### src/sv/sppsji_pkg.sv
// Shared widths, constants, command/status types and arc arithmetic for the joint inclusion block.
package sppsji_pkg;

  localparam int unsigned MAX_UNITS_DEF = 64;
  localparam int unsigned PROB_W        = 17;
  localparam int unsigned FRAC_W        = 16;
  localparam int unsigned ROW_W         = 6;

  localparam logic [PROB_W-1:0] ONE_Q16 = PROB_W'(65536);

  typedef struct packed {
    logic             load;
    logic             rd_en;
    logic [ROW_W-1:0] rd_addr;
    logic             emit_pair;
    logic [ROW_W-1:0] row;
    logic             emit_diag;
    logic             emit_err;
    logic             commit;
  } cmd_t;

  typedef struct packed {
    logic             adv;
    logic             cap_full;
    logic [ROW_W-1:0] j;
  } status_t;

  function automatic logic [PROB_W-1:0] sat_prob(input logic [PROB_W-1:0] p);
    sat_prob = (p > ONE_Q16) ? ONE_Q16 : p;
  endfunction

  function automatic logic prob_ok(input logic [PROB_W-1:0] p);
    prob_ok = !p[PROB_W-1] && (p[FRAC_W-1:0] != '0);
  endfunction

  // overlap of [a1, a1+l1) and [a2, a2+l2) on the circle, shifts -1, 0, +1 turns
  function automatic logic [PROB_W-1:0] arc_overlap(input logic [FRAC_W-1:0] a1,
                                                    input logic [PROB_W-1:0] l1,
                                                    input logic [FRAC_W-1:0] a2,
                                                    input logic [PROB_W-1:0] l2);
    logic signed [19:0] a1s;
    logic signed [19:0] b;
    logic signed [19:0] lo;
    logic signed [19:0] hi;
    logic signed [19:0] e1;
    logic signed [19:0] e2;
    logic [18:0]        total;
    a1s   = $signed({4'b0000, a1});
    e1    = a1s + $signed({3'b000, l1});
    total = '0;
    for (int k = 0; k < 3; k++) begin
      b  = $signed({4'b0000, a2}) + ((k == 0) ? -20'sd65536 :
                                     (k == 2) ?  20'sd65536 : 20'sd0);
      e2 = b + $signed({3'b000, l2});
      lo = (a1s > b) ? a1s : b;
      hi = (e1 < e2) ? e1 : e2;
      if (hi > lo) begin
        total = total + 19'(hi - lo);
      end
    end
    arc_overlap = (total > 19'(ONE_Q16)) ? ONE_Q16 : total[PROB_W-1:0];
  endfunction

endpackage

### src/sv/sppsji_if.sv
// Valid/ready channel interfaces for the unit input and the result output.
interface sppsji_in_if;
  logic                           valid;
  logic                           ready;
  logic [sppsji_pkg::PROB_W-1:0]  prob;
  logic                           new_design;

  modport source (output valid, prob, new_design, input ready);
  modport sink   (input valid, prob, new_design, output ready);
endinterface

interface sppsji_out_if;
  logic                           valid;
  logic                           ready;
  logic [sppsji_pkg::ROW_W-1:0]   row_unit;
  logic [sppsji_pkg::ROW_W-1:0]   col_unit;
  logic [sppsji_pkg::PROB_W-1:0]  joint_prob;
  logic                           last_of_unit;
  logic                           capacity_error;

  modport source (output valid, row_unit, col_unit, joint_prob, last_of_unit, capacity_error,
                  input ready);
  modport sink   (input valid, row_unit, col_unit, joint_prob, last_of_unit, capacity_error,
                  output ready);
endinterface

### src/sv/systematic_pps_joint_inclusion.sv
// Top level of the systematic PPS joint inclusion probability block.
//
//  channel   dir  word fields
//  item_i    in   prob[16:0], new_design
//  result_o  out  row_unit[5:0], col_unit[5:0], joint_prob[16:0], last_of_unit, capacity_error
//
// Unit j > 0 steps through accept, setup, a walk that reads each earlier unit from the unit
// store and emits its pair word, then the diagonal word.
// Unit 0 steps through accept, setup, diagonal word.
// A unit beyond capacity steps through accept and setup and gives one error word.
// The next unit is accepted once the diagonal word (or the error word) sits in the output register.
// Reset clears the unit count and running arc position; the store is not cleared.
// Stalls on result_o freeze the store read and the walk through earlier units.
module systematic_pps_joint_inclusion #(
  parameter int unsigned MAX_UNITS = sppsji_pkg::MAX_UNITS_DEF
) (
  input  logic          clk_i,
  input  logic          rst_ni,
  sppsji_in_if.sink     item_i,
  sppsji_out_if.source  result_o
);

  sppsji_pkg::cmd_t    cmd;
  sppsji_pkg::status_t sts;

  sppsji_ctrl u_ctrl (
    .clk_i      (clk_i),
    .rst_ni     (rst_ni),
    .in_valid_i (item_i.valid),
    .in_ready_o (item_i.ready),
    .sts_i      (sts),
    .cmd_o      (cmd)
  );

  sppsji_dp #(
    .MAX_UNITS (MAX_UNITS)
  ) u_dp (
    .clk_i            (clk_i),
    .rst_ni           (rst_ni),
    .cmd_i            (cmd),
    .sts_o            (sts),
    .prob_i           (item_i.prob),
    .new_design_i     (item_i.new_design),
    .out_ready_i      (result_o.ready),
    .out_valid_o      (result_o.valid),
    .row_unit_o       (result_o.row_unit),
    .col_unit_o       (result_o.col_unit),
    .joint_prob_o     (result_o.joint_prob),
    .last_of_unit_o   (result_o.last_of_unit),
    .capacity_error_o (result_o.capacity_error)
  );

endmodule

### src/sv/sppsji_ctrl.sv
// Sequencer: accepts a unit, walks earlier units, emits the diagonal or error word.
module sppsji_ctrl (
  input  logic                clk_i,
  input  logic                rst_ni,
  input  logic                in_valid_i,
  output logic                in_ready_o,
  input  sppsji_pkg::status_t sts_i,
  output sppsji_pkg::cmd_t    cmd_o
);

  typedef enum logic [1:0] {
    S_IDLE,
    S_START,
    S_PAIRS,
    S_DIAG
  } state_e;

  state_e                       state_q, state_d;
  logic [sppsji_pkg::ROW_W-1:0] idx_q, idx_d;
  logic [sppsji_pkg::ROW_W-1:0] rd_row_q, rd_row_d;
  logic                         rd_valid_q, rd_valid_d;

  assign in_ready_o = (state_q == S_IDLE);

  always_comb begin
    state_d    = state_q;
    idx_d      = idx_q;
    rd_row_d   = rd_row_q;
    rd_valid_d = rd_valid_q;
    cmd_o      = '0;
    unique case (state_q)
      S_IDLE: begin
        if (in_valid_i) begin
          cmd_o.load = 1'b1;
          state_d    = S_START;
        end
      end
      S_START: begin
        if (sts_i.cap_full) begin
          if (sts_i.adv) begin
            cmd_o.emit_err = 1'b1;
            state_d        = S_IDLE;
          end
        end else if (sts_i.j == '0) begin
          state_d = S_DIAG;
        end else begin
          idx_d      = '0;
          rd_valid_d = 1'b0;
          state_d    = S_PAIRS;
        end
      end
      S_PAIRS: begin
        if (sts_i.adv) begin
          cmd_o.emit_pair = rd_valid_q;
          cmd_o.row       = rd_row_q;
          if (idx_q != sts_i.j) begin
            cmd_o.rd_en   = 1'b1;
            cmd_o.rd_addr = idx_q;
            rd_row_d      = idx_q;
            rd_valid_d    = 1'b1;
            idx_d         = idx_q + 1'b1;
          end else begin
            rd_valid_d = 1'b0;
            state_d    = S_DIAG;
          end
        end
      end
      S_DIAG: begin
        if (sts_i.adv) begin
          cmd_o.emit_diag = 1'b1;
          cmd_o.commit    = 1'b1;
          state_d         = S_IDLE;
        end
      end
      default: state_d = S_IDLE;
    endcase
  end

  always_ff @(posedge clk_i or negedge rst_ni) begin
    if (!rst_ni) begin
      state_q    <= S_IDLE;
      idx_q      <= '0;
      rd_row_q   <= '0;
      rd_valid_q <= 1'b0;
    end else begin
      state_q    <= state_d;
      idx_q      <= idx_d;
      rd_row_q   <= rd_row_d;
      rd_valid_q <= rd_valid_d;
    end
  end

endmodule

### src/sv/sppsji_dp.sv
// Datapath: unit store, running arc position, joint probability arithmetic, output register.
module sppsji_dp #(
  parameter int unsigned MAX_UNITS = sppsji_pkg::MAX_UNITS_DEF
) (
  input  logic                            clk_i,
  input  logic                            rst_ni,
  input  sppsji_pkg::cmd_t                cmd_i,
  output sppsji_pkg::status_t             sts_o,
  input  logic [sppsji_pkg::PROB_W-1:0]   prob_i,
  input  logic                            new_design_i,
  input  logic                            out_ready_i,
  output logic                            out_valid_o,
  output logic [sppsji_pkg::ROW_W-1:0]    row_unit_o,
  output logic [sppsji_pkg::ROW_W-1:0]    col_unit_o,
  output logic [sppsji_pkg::PROB_W-1:0]   joint_prob_o,
  output logic                            last_of_unit_o,
  output logic                            capacity_error_o
);

  localparam int unsigned IDX_W   = (MAX_UNITS > 1) ? $clog2(MAX_UNITS) : 1;
  localparam int unsigned CNT_W   = $clog2(MAX_UNITS + 1);
  localparam int unsigned ENTRY_W = sppsji_pkg::FRAC_W + sppsji_pkg::PROB_W;

  logic [ENTRY_W-1:0] mem [MAX_UNITS];
  logic [ENTRY_W-1:0] rdata_q;

  logic [CNT_W-1:0]                cnt_q, cnt_d;
  logic [sppsji_pkg::FRAC_W-1:0]   run_q, run_d;
  logic [sppsji_pkg::PROB_W-1:0]   p_q;
  logic [CNT_W-1:0]                j_q;
  logic [sppsji_pkg::FRAC_W-1:0]   s_q;
  logic                            vj_q;

  logic                            out_valid_q, out_valid_d;
  logic [sppsji_pkg::ROW_W-1:0]    row_q;
  logic [sppsji_pkg::ROW_W-1:0]    col_q;
  logic [sppsji_pkg::PROB_W-1:0]   joint_q;
  logic                            last_q;
  logic                            err_q;

  logic [sppsji_pkg::PROB_W-1:0]   p_sat;
  logic [sppsji_pkg::PROB_W-1:0]   pi;
  logic [sppsji_pkg::FRAC_W-1:0]   ai;
  logic [32:0]                     prod;
  logic [sppsji_pkg::PROB_W-1:0]   pair_joint;

  assign p_sat = sppsji_pkg::sat_prob(prob_i);
  assign pi    = rdata_q[sppsji_pkg::PROB_W-1:0];
  assign ai    = rdata_q[ENTRY_W-1:sppsji_pkg::PROB_W];
  assign prod  = 33'(p_q) * 33'(pi);

  always_comb begin
    if (vj_q && sppsji_pkg::prob_ok(pi)) begin
      pair_joint = sppsji_pkg::arc_overlap(ai, pi, s_q, p_q);
    end else begin
      pair_joint = prod[32:16];
    end
  end

  assign sts_o.adv      = !out_valid_q || out_ready_i;
  assign sts_o.cap_full = (j_q >= CNT_W'(MAX_UNITS));
  assign sts_o.j        = sppsji_pkg::ROW_W'(j_q);

  always_comb begin
    cnt_d = cnt_q;
    run_d = run_q;
    if (cmd_i.load && new_design_i) begin
      cnt_d = '0;
      run_d = '0;
    end else if (cmd_i.commit) begin
      cnt_d = j_q + 1'b1;
      run_d = vj_q ? (s_q + p_q[sppsji_pkg::FRAC_W-1:0]) : s_q;
    end
  end

  always_comb begin
    out_valid_d = out_valid_q;
    if (cmd_i.emit_pair || cmd_i.emit_diag || cmd_i.emit_err) begin
      out_valid_d = 1'b1;
    end else if (out_ready_i) begin
      out_valid_d = 1'b0;
    end
  end

  always_ff @(posedge clk_i or negedge rst_ni) begin
    if (!rst_ni) begin
      cnt_q       <= '0;
      run_q       <= '0;
      out_valid_q <= 1'b0;
    end else begin
      cnt_q       <= cnt_d;
      run_q       <= run_d;
      out_valid_q <= out_valid_d;
    end
  end

  always_ff @(posedge clk_i) begin
    if (cmd_i.load) begin
      p_q  <= p_sat;
      vj_q <= sppsji_pkg::prob_ok(p_sat);
      j_q  <= new_design_i ? '0 : cnt_q;
      s_q  <= new_design_i ? '0 : run_q;
    end
  end

  always_ff @(posedge clk_i) begin
    if (cmd_i.commit) begin
      mem[j_q[IDX_W-1:0]] <= {s_q, p_q};
    end
    if (cmd_i.rd_en) begin
      rdata_q <= mem[cmd_i.rd_addr[IDX_W-1:0]];
    end
  end

  always_ff @(posedge clk_i) begin
    if (cmd_i.emit_pair) begin
      row_q   <= cmd_i.row;
      col_q   <= sppsji_pkg::ROW_W'(j_q);
      joint_q <= pair_joint;
      last_q  <= 1'b0;
      err_q   <= 1'b0;
    end else if (cmd_i.emit_diag) begin
      row_q   <= sppsji_pkg::ROW_W'(j_q);
      col_q   <= sppsji_pkg::ROW_W'(j_q);
      joint_q <= p_q;
      last_q  <= 1'b1;
      err_q   <= 1'b0;
    end else if (cmd_i.emit_err) begin
      row_q   <= '0;
      col_q   <= '0;
      joint_q <= '0;
      last_q  <= 1'b0;
      err_q   <= 1'b1;
    end
  end

  assign out_valid_o      = out_valid_q;
  assign row_unit_o       = row_q;
  assign col_unit_o       = col_q;
  assign joint_prob_o     = joint_q;
  assign last_of_unit_o   = last_q;
  assign capacity_error_o = err_q;

endmodule
### src/flat_wrapper.sv
// flat-port wrapper written by rule: the top's interface ports become plain ports
module systematic_pps_joint_inclusion_flat 
#(
  parameter int unsigned MAX_UNITS = sppsji_pkg::MAX_UNITS_DEF
)
  (clk_i, rst_ni, item_i_valid, item_i_prob, item_i_new_design, item_i_ready, result_o_valid, result_o_row_unit, result_o_col_unit, result_o_joint_prob, result_o_last_of_unit, result_o_capacity_error, result_o_ready);
  sppsji_in_if item_i_i ();
  sppsji_out_if result_o_i ();
  input  logic clk_i;
  input  logic rst_ni;
  input wire logic [$bits(item_i_i.valid)-1:0] item_i_valid;
  input wire logic [$bits(item_i_i.prob)-1:0] item_i_prob;
  input wire logic [$bits(item_i_i.new_design)-1:0] item_i_new_design;
  output wire logic [$bits(item_i_i.ready)-1:0] item_i_ready;
  output wire logic [$bits(result_o_i.valid)-1:0] result_o_valid;
  output wire logic [$bits(result_o_i.row_unit)-1:0] result_o_row_unit;
  output wire logic [$bits(result_o_i.col_unit)-1:0] result_o_col_unit;
  output wire logic [$bits(result_o_i.joint_prob)-1:0] result_o_joint_prob;
  output wire logic [$bits(result_o_i.last_of_unit)-1:0] result_o_last_of_unit;
  output wire logic [$bits(result_o_i.capacity_error)-1:0] result_o_capacity_error;
  input wire logic [$bits(result_o_i.ready)-1:0] result_o_ready;
  assign item_i_i.valid = item_i_valid;
  assign item_i_i.prob = item_i_prob;
  assign item_i_i.new_design = item_i_new_design;
  assign item_i_ready = item_i_i.ready;
  assign result_o_valid = result_o_i.valid;
  assign result_o_row_unit = result_o_i.row_unit;
  assign result_o_col_unit = result_o_i.col_unit;
  assign result_o_joint_prob = result_o_i.joint_prob;
  assign result_o_last_of_unit = result_o_i.last_of_unit;
  assign result_o_capacity_error = result_o_i.capacity_error;
  assign result_o_i.ready = result_o_ready;
  systematic_pps_joint_inclusion #(.MAX_UNITS(MAX_UNITS)) u_core (.clk_i(clk_i), .rst_ni(rst_ni), .item_i(item_i_i), .result_o(result_o_i));
endmodule
### config.mk
export PLATFORM = sky130hd
export DESIGN_NAME = systematic_pps_joint_inclusion_flat
export DESIGN_NICKNAME = d
export VERILOG_FILES = /design/src/sv/sppsji_pkg.sv /design/src/sv/sppsji_if.sv /design/src/sv/systematic_pps_joint_inclusion.sv /design/src/sv/sppsji_ctrl.sv /design/src/sv/sppsji_dp.sv /design/src/flat_wrapper.sv
export SDC_FILE = /design/constraint.sdc
export NUM_CORES = 2
export LEC_CHECK = 0
export ABC_AREA = 1
export BUFFER_PORTS_ARGS = -buffer_cell sky130_fd_sc_hd__buf_2
export CAP_MARGIN = 20
export CORE_MARGIN = 4
export CORE_UTILIZATION = 55
export CTS_CLUSTER_SIZE = 10
export DETAILED_ROUTE_END_ITERATION = 7
export PLACE_DENSITY = 0.79
export SYNTH_ARGS = -nofsm -noshare
export SYNTH_HDL_FRONTEND = slang
export SYNTH_SLANG_ARGS = --single-unit
export TNS_END_PERCENT = 10
### constraint.sdc
create_clock -name clk_i -period 33.7 [get_ports clk_i]
set_clock_uncertainty 0.2 [all_clocks]
set_input_delay 6.74 -clock clk_i [delete_from_list [all_inputs] [get_ports clk_i]]
set_output_delay 6.74 -clock clk_i [all_outputs]
set_load 0.01 [all_outputs]
# ---- Yosys cells after proc, flatten, opt, wreduce, memory -nomap -nowiden
# Memories as Yosys holds them, arrays and structs flattened. A register that Yosys moved wholly into a read port is not among the register bits.
# Index checks and enable logic that the tools add are counted.
dict set report word_totals {
  register_bits 111
  ramBits 2112
  in_bits 22
  output_inout_bits 33
  elab_cells 137
  mem_count 1
}
dict set report op_classes {
  add_sub_neg 14
  multipliers 1
  order_cmp 12
  eq_ne 10
  muxes 59
  reduce_logical 24
}
# memory words word_bits rd rd_ports_with_merged_regs wr line_no
set memory_table {}
lappend memory_table {u_core.u_dp.mem 64 33 1 1 1 sppsji_dp.sv:24} ;# logic [ENTRY_W-1:0] mem [MAX_UNITS];
# operator n
set ops {}
lappend ops {{$mux 19} 7}
lappend ops {{$mux 17} 6}
lappend ops {{$mux 16} 4}
lappend ops {{$mux 6} 8}
lappend ops {{$mux 20} 2}
lappend ops {{$add 19x19->19} 2}
lappend ops {{$add 16x17->18} 2}
lappend ops {{$mux 18} 2}
lappend ops {{$mul 17x17->33} 1}
lappend ops {{$reduce_bool 16->1} 2}
lappend ops {{$mux 14} 2}
lappend ops {{$mux 7} 3}
lappend ops {{$gt 20x20->1} 1}
lappend ops {{$add 18x17->19} 1}
lappend ops {{$add 18x18->19} 1}
lappend ops {{$gt 19x17->1 const B} 1}
lappend ops {{$gt 19x18->1} 1}
lappend ops {{$lt 18x19->1} 1}
lappend ops {{$lt 19x19->1} 1}
lappend ops {{$sub 18x16->19} 1}
lappend ops {{$sub 19x18->19} 1}
lappend ops {{$sub 19x19->19} 1}
lappend ops {{$add 16x17->18 const B} 1}
lappend ops {{$add 17x17->18 const B} 1}
lappend ops {{other kinds (31)} 67}

# ---- Longest topological paths before layout
dict set report depth {
  word_depth 17
  depth_mapped 76
  mapped_depth_nobuf 75
}

# ---- By module
# Synthesis repeated with hierarchy kept, for this count alone.
dict set report hier_totals {
  hier_cells 9343
  hier_area_um2 106051.7
}
# mod n_inst cells_each area_each_um2 seq_area_each_um2
set modules_own_cells {}
lappend modules_own_cells {sppsji_dp 1 9190 104998.2 67154.4}
lappend modules_own_cells {sppsji_ctrl 1 153 1053.5 375.4}

# ---- Least setup slack after synthesis
# Ideal clock, no wire load.
dict set report synth_path {
  path_kind {reg2reg}
  from {reg u_core.u_dp.s_q[2] in the netlist's numbering}
  to {reg u_core.u_dp.joint_q (netlist bit u_core.u_dp.joint_prob_o[15]) (data pin)}
  setup_time_ns 0.252
  arrival_ns 10.898
  required_time_ns 33.248
  slack_ns 22.350
  stages_incl_launch_ff 65
  path_buffers 2
  synth_period_minus_slack_ns 11.350
  cell_sequence {edfxtp_1 > ha_1 > a21oi_1 > o21ai_0 > nand2_1 > nand2_1 > a21oi_1 > o21ai_0 > a21boi_0 > o21ai_0 > xor2_1 > inv_1 > ha_1 > nand2_1 > inv_1 > nand4_1 > o21bai_1 > nand2_2 > [29 not listed] > fa_1 > ha_1 > nand2_1 > nor2_1 > nand2_1 > o211ai_1 > a31oi_1 > o21ai_0 > a21boi_0 > o21ai_0 > xor2_1 > o21ai_2 > nand2_4 > buf_12 > nand3_2 > nand2_1 > nand2_1 > nand2_1}
}
dict set report synth_between {
  elab_chain_len 17
  word_cells_on_any_way 35
  classes_between {10 x add/sub; 10 x order compare; 15 x mux}
}
# item line_no
set synth_rtl {}
lappend synth_rtl {{start: declaration} sppsji_dp.sv:31} ;# logic [sppsji_pkg::FRAC_W-1:0] s_q;
lappend synth_rtl {{start signal: assignment} sppsji_dp.sv:102} ;# s_q <= new_design_i ? '0 : run_q;
lappend synth_rtl {{$add 17x17->18} sppsji_pkg.sv:52} ;# b = $signed({4'b0000, a2}) + ((k == 0) ? -20'sd65536 :
lappend synth_rtl {{$add 18x18->19} sppsji_pkg.sv:54} ;# e2 = b + $signed({3'b000, l2});
lappend synth_rtl {{$lt 19x19->1} sppsji_pkg.sv:56} ;# hi = (e1 < e2) ? e1 : e2;
lappend synth_rtl {{$mux 20} sppsji_pkg.sv:56}
lappend synth_rtl {{$sub 19x19->19 or $gt 20x20->1 (tied branches)} {sppsji_pkg.sv:58, sppsji_pkg.sv:57}}
lappend synth_rtl {{$mux 19} sppsji_pkg.sv:57} ;# if (hi > lo) begin
lappend synth_rtl {{$mux 19} sppsji_dp.sv:53} ;# if (vj_q && sppsji_pkg::prob_ok(pi)) begin
lappend synth_rtl {{$add 19x19->19} sppsji_pkg.sv:58} ;# total = total + 19'(hi - lo);
lappend synth_rtl {{$mux 19} sppsji_pkg.sv:57}
lappend synth_rtl {{$mux 19} sppsji_dp.sv:53}
lappend synth_rtl {{$add 19x19->19} sppsji_pkg.sv:58}
lappend synth_rtl {{$mux 19 (*)} sppsji_pkg.sv:57}
lappend synth_rtl {{$mux 19 (*)} sppsji_dp.sv:53}
lappend synth_rtl {{$gt 19x17->1} sppsji_pkg.sv:61} ;# arc_overlap = (total > 19'(ONE_Q16)) ? ONE_Q16 : total[PROB_W-1:0];
lappend synth_rtl {{$mux 17 (*)} sppsji_pkg.sv:61}
lappend synth_rtl {{$mux 17 (*)} sppsji_dp.sv:53}
lappend synth_rtl {{$mux 17 (*)} sppsji_dp.sv:116} ;# if (cmd_i.emit_pair) begin
lappend synth_rtl {{end signal: assignment} sppsji_dp.sv:119} ;# joint_q <= pair_joint;
lappend synth_rtl {{end signal: assignment} sppsji_dp.sv:125} ;# joint_q <= p_q;
lappend synth_rtl {{end: declaration} sppsji_dp.sv:37} ;# logic [sppsji_pkg::PROB_W-1:0] joint_q;
# Mark *: on every way between the ends. The rest lies on a longest branch, timed or not. The select of a mux whose other input is x is not followed.
# A chain may end at the register's enable or synchronous reset.

# ---- Worst setup path after layout
dict set report layout_path {
  from {reg u_core.u_dp.p_q[8] in the netlist's numbering}
  to {reg u_core.u_dp.joint_q (netlist bit u_core.u_dp.joint_prob_o[1]) (data pin)}
}
dict set report layout_between {
  elab_chain_len 16
  word_cells_on_any_way 28
  classes_between {8 x add/sub; 1 x mul; 7 x order compare; 12 x mux}
}
# item line_no
set layout_rtl {}
lappend layout_rtl {{start: declaration} sppsji_dp.sv:29} ;# logic [sppsji_pkg::PROB_W-1:0] p_q;
lappend layout_rtl {{start signal: assignment} sppsji_dp.sv:99} ;# p_q <= p_sat;
lappend layout_rtl {{$add 18x18->19} sppsji_pkg.sv:54}
lappend layout_rtl {{$lt 19x19->1} sppsji_pkg.sv:56}
lappend layout_rtl {{$mux 20} sppsji_pkg.sv:56}
lappend layout_rtl {{$sub 19x19->19 or $gt 20x20->1 (tied branches)} {sppsji_pkg.sv:58, sppsji_pkg.sv:57}}
lappend layout_rtl {{$mux 19} sppsji_pkg.sv:57}
lappend layout_rtl {{$mux 19} sppsji_dp.sv:53}
lappend layout_rtl {{$add 19x19->19} sppsji_pkg.sv:58}
lappend layout_rtl {{$mux 19} sppsji_pkg.sv:57}
lappend layout_rtl {{$mux 19} sppsji_dp.sv:53}
lappend layout_rtl {{$add 19x19->19} sppsji_pkg.sv:58}
lappend layout_rtl {{$mux 19} sppsji_pkg.sv:57}
lappend layout_rtl {{$mux 19} sppsji_dp.sv:53}
lappend layout_rtl {{$gt 19x17->1} sppsji_pkg.sv:61}
lappend layout_rtl {{$mux 17} sppsji_pkg.sv:61}
lappend layout_rtl {{$mux 17 (*)} sppsji_dp.sv:53}
lappend layout_rtl {{$mux 17 (*)} sppsji_dp.sv:116}
# Marks and branches as above.

==> impl_metrics.toml <==
[run_status]
status = "finished, final reports clean"

[timing]
fmaxAchievable_mhz = 77.0
slew_viol_final = 0
slew-limit-headroom_pct = 23.3
finalHoldViolations = 0
whs_ns = 0.271
fin_crit_ns = 12.98
worst_slew_pin_slew_ns = 1.15
setup_viol = 0
finalSetupTns_ns = 0
rsz0062_at_grt = "no"
fin_crit_sh_pct = 38.5

[floorplan]
start_util_pct = 55.3
fp-row-count = 162
fp.dieArea_um2 = 203000
die_w_um = 451
pin_count = 55
die_y_um = 451
core-area_um2 = 195000

[clock_tree]
clk_pin_slew_ns = 0.05
postCtsHoldBufs = 0
root_buffer = "clkbuf_16"
cts_max_level = 5
cts_sinks = 2256
cts_buffers = 277
cts_resized = 0
cts_tree = "built"
clk_latency_ns = 0.93
post_cts_buffers = 0
clock_path_buffers = 4

[worst_setup_path]
critical_path_arrival_ns = 13.50
critPathMaxStageDelay_ns = 0.62
required_ns = 34.21
r2r_cells = 68
crit_slowest_cell = "buf_4"
crit_top_cell = "nand2_1"
startpoint = "u_core.u_dp.p_q[8]"
worstSetupStartpointType = "register"
timing.rr.start = "u_core.u_dp.p_q[8]"
crit_fanout = 45
crit_type = "register to register"
crit_path_end_kind = "register"

[grt]
gr-total-overflow = 0
grt_usage_pct = 29.4
grt_max_degree = 180
grt_antenna_before_repair = 11
grt_pass1_wl_mm = 451
grt_pass1_vias = 72505

[logic_synthesis]
synth-edff-count = 2215
synthDistinctLibCells = 65
syn_area_per_cell_um2 = 12.1
synth.largest_area_cell = "edfxtp_1"
ys_ff_latch = 2256
yosys.area.top_type_share_pct = 61.7
yosysWarnings = 0
syn_area_um2 = 108000
syn-num-nets = 9450
ys_top_cells_by_area = "edfxtp_1 (62%), o211ai_1 (4.9%), fa_1 (4.8%), nand2_1 (3.4%), o21ai_0 (3.1%)"
ys_seq_area_share_pct = 62.6
synth_flop_cell = "edfxtp_1"
async_reset_ff_share_pct = 1.73
syn_inst = 8910

[routing]
avgViaCountPerCell = 6.36
drt-initial-drc-count = 11092
ant_nets = 0
wl_mm = 306
dr.pass1.iters = 8
routedWlPerCell_um = 26.4
via_count = 73623
drc_errors = 0

[min_path]
hold_depth = 2
min_from = "u_core.u_dp.last_of_unit_o"
hold_path_class = "register to register"

[placement]
place_congestion = 0.968
port_buffers = 54
dp.cells = 11238
place_hpwl_mm = 176

[final_layout]
layout-drive-gt1-share_pct = 13.0
instances_no_fill = 11569
finish.utilization_pct = 60.8
final_nets = 9434
areaGrowthSynthToFinish_pct = 9.91

[flow_run]
cap_violations = 0
-- worst paths after layout --
path                                                to  slack (ns)
max                        u_core.u_dp.joint_prob_o[1]       20.72
min                         u_core.u_dp.last_of_unit_o        0.27
max reg2reg                u_core.u_dp.joint_prob_o[1]       20.72
min reg2reg                 u_core.u_dp.last_of_unit_o        0.27
max in group asynchronous       u_core.u_ctrl.idx_q[0]       26.81
min in group asynchronous    u_core.u_ctrl.rd_row_q[1]        5.78
-- cell families (layout without fill, tap and decap cells) --
family | after synthesis | in the layout | share of synthesized area [%]
xor+xnor | 86 | 86 | 0.705
flops | 2256 | 2256 | 62.6
compound gates | 1834 | 1834 | 10.6
simple gates | 2797 | 2797 | 11.8
fa+ha+maj | 518 | 518 | 7.79
other cells | 0 | 5 | 0
mux | 237 | 237 | 2.20
buf+inv | 1182 | 1212 | 4.32
-- through the flow --
stage                     area (µm²)  setup slack (ns)
after global placement        111000             20.76
final                         119000             20.72
after global routing          119000             19.69
after detailed placement      111000             20.62
after CTS                     119000             21.02
after floorplan               108000             22.35
-- state kept, by name (all words and copies together) (netlist names), 7 cells and up --
signal and flops:
u_core.u_dp.mem 2112, u_core.u_dp.run_q 16, u_core.u_dp.j_q 7, u_core.u_dp.p_q 17, u_core.u_dp.s_q 16, u_core.u_dp.cnt_q 7, u_core.u_dp.joint_prob_o 17, u_core.u_dp.rdata_q 33
-- synthesized netlist by cell type (all sizes together) (37+ instances only) --
master / number
edfxtp: 2215
ha: 262
nand2: 994
clkbuf: 367
or2: 477
o211ai: 710
o22ai: 73
inv: 637
xnor2: 37
dfrtp: 39
nand3: 427
xor2: 49
a21oi: 225
buf: 171
fa: 256
o21ai: 680
nor2: 813
mux2i: 237
-- layer usage --
metal / track usage, % / wire length, µm / vias to the layer above
met5: 0.521 / 171 / -
met4: 16.0 / 18400 / 6
met3: 6.72 / 40300 / 911
met2: 45.0 / 137000 / 5047
met1: 39.3 / 110000 / 35869
li1: - / - / 31790
-- critical path: cells and delay by family (launching register included) --
| kind | cells | cell delay (ns) |
|---|---|---|
| and+or+nand+nor | 28 | 2.81 |
| DFF | 1 | 0.31 |
| buffers and inverters | 10 | 1.67 |
| adders and majority gates | 8 | 3.16 |
| AOI/OAI and AO/OA | 19 | 4.06 |
| xor gates and xnor gates | 3 | 0.57 |
-- layout by cell type, fill, tap and decap left out, types with 7 or more instances in the layout --
cell type,synthesis,routed
nor4_1,12,12
ha_1,262,262
nand2_1,971,970
o21ai_0,674,674
edfxtp_1,2215,2215
a211oi_1,18,18
o21bai_1,10,10
a21oi_1,222,222
xnor2_1,37,37
buf_2,119,54
nand3_1,404,404
or2_2,477,477
nand2_2,16,16
nand2_4,7,8
nand4_1,30,30
buf_4,2,183
clkinv_1,7,7
o211ai_1,710,710
and2_1,8,8
nor2_4,0,68
dfrtp_1,39,38
a21o_1,30,30
o22ai_1,73,73
clkbuf_1,367,32
xor2_1,48,48
nor3_1,23,20
nand3_2,22,22
clkbuf_16,0,285
fa_1,256,256
o21a_1,16,16
nor2_1,806,739
o311ai_0,15,15
inv_1,627,627
mux2i_1,237,237
a2111oi_0,14,14
a31oi_1,11,11
-- area by class of cell --
type / count / area [µm²]
Antenna cell: 5 / 12.5
Timing Repair Buffer: 243 / 1760
Sequential cell: 2256 / 67500
Fill cell: 14312 / 76400
Clock inverter: 8 / 68.8
Inverter: 644 / 2440
Tap cell: 2624 / 3280
Multi-Input combinational cell: 5472 / 36200
Clock buffer: 317 / 7250
Power is not shown: default switching activity piles up to over one toggle a cycle in this logic, so the estimate is an artifact.
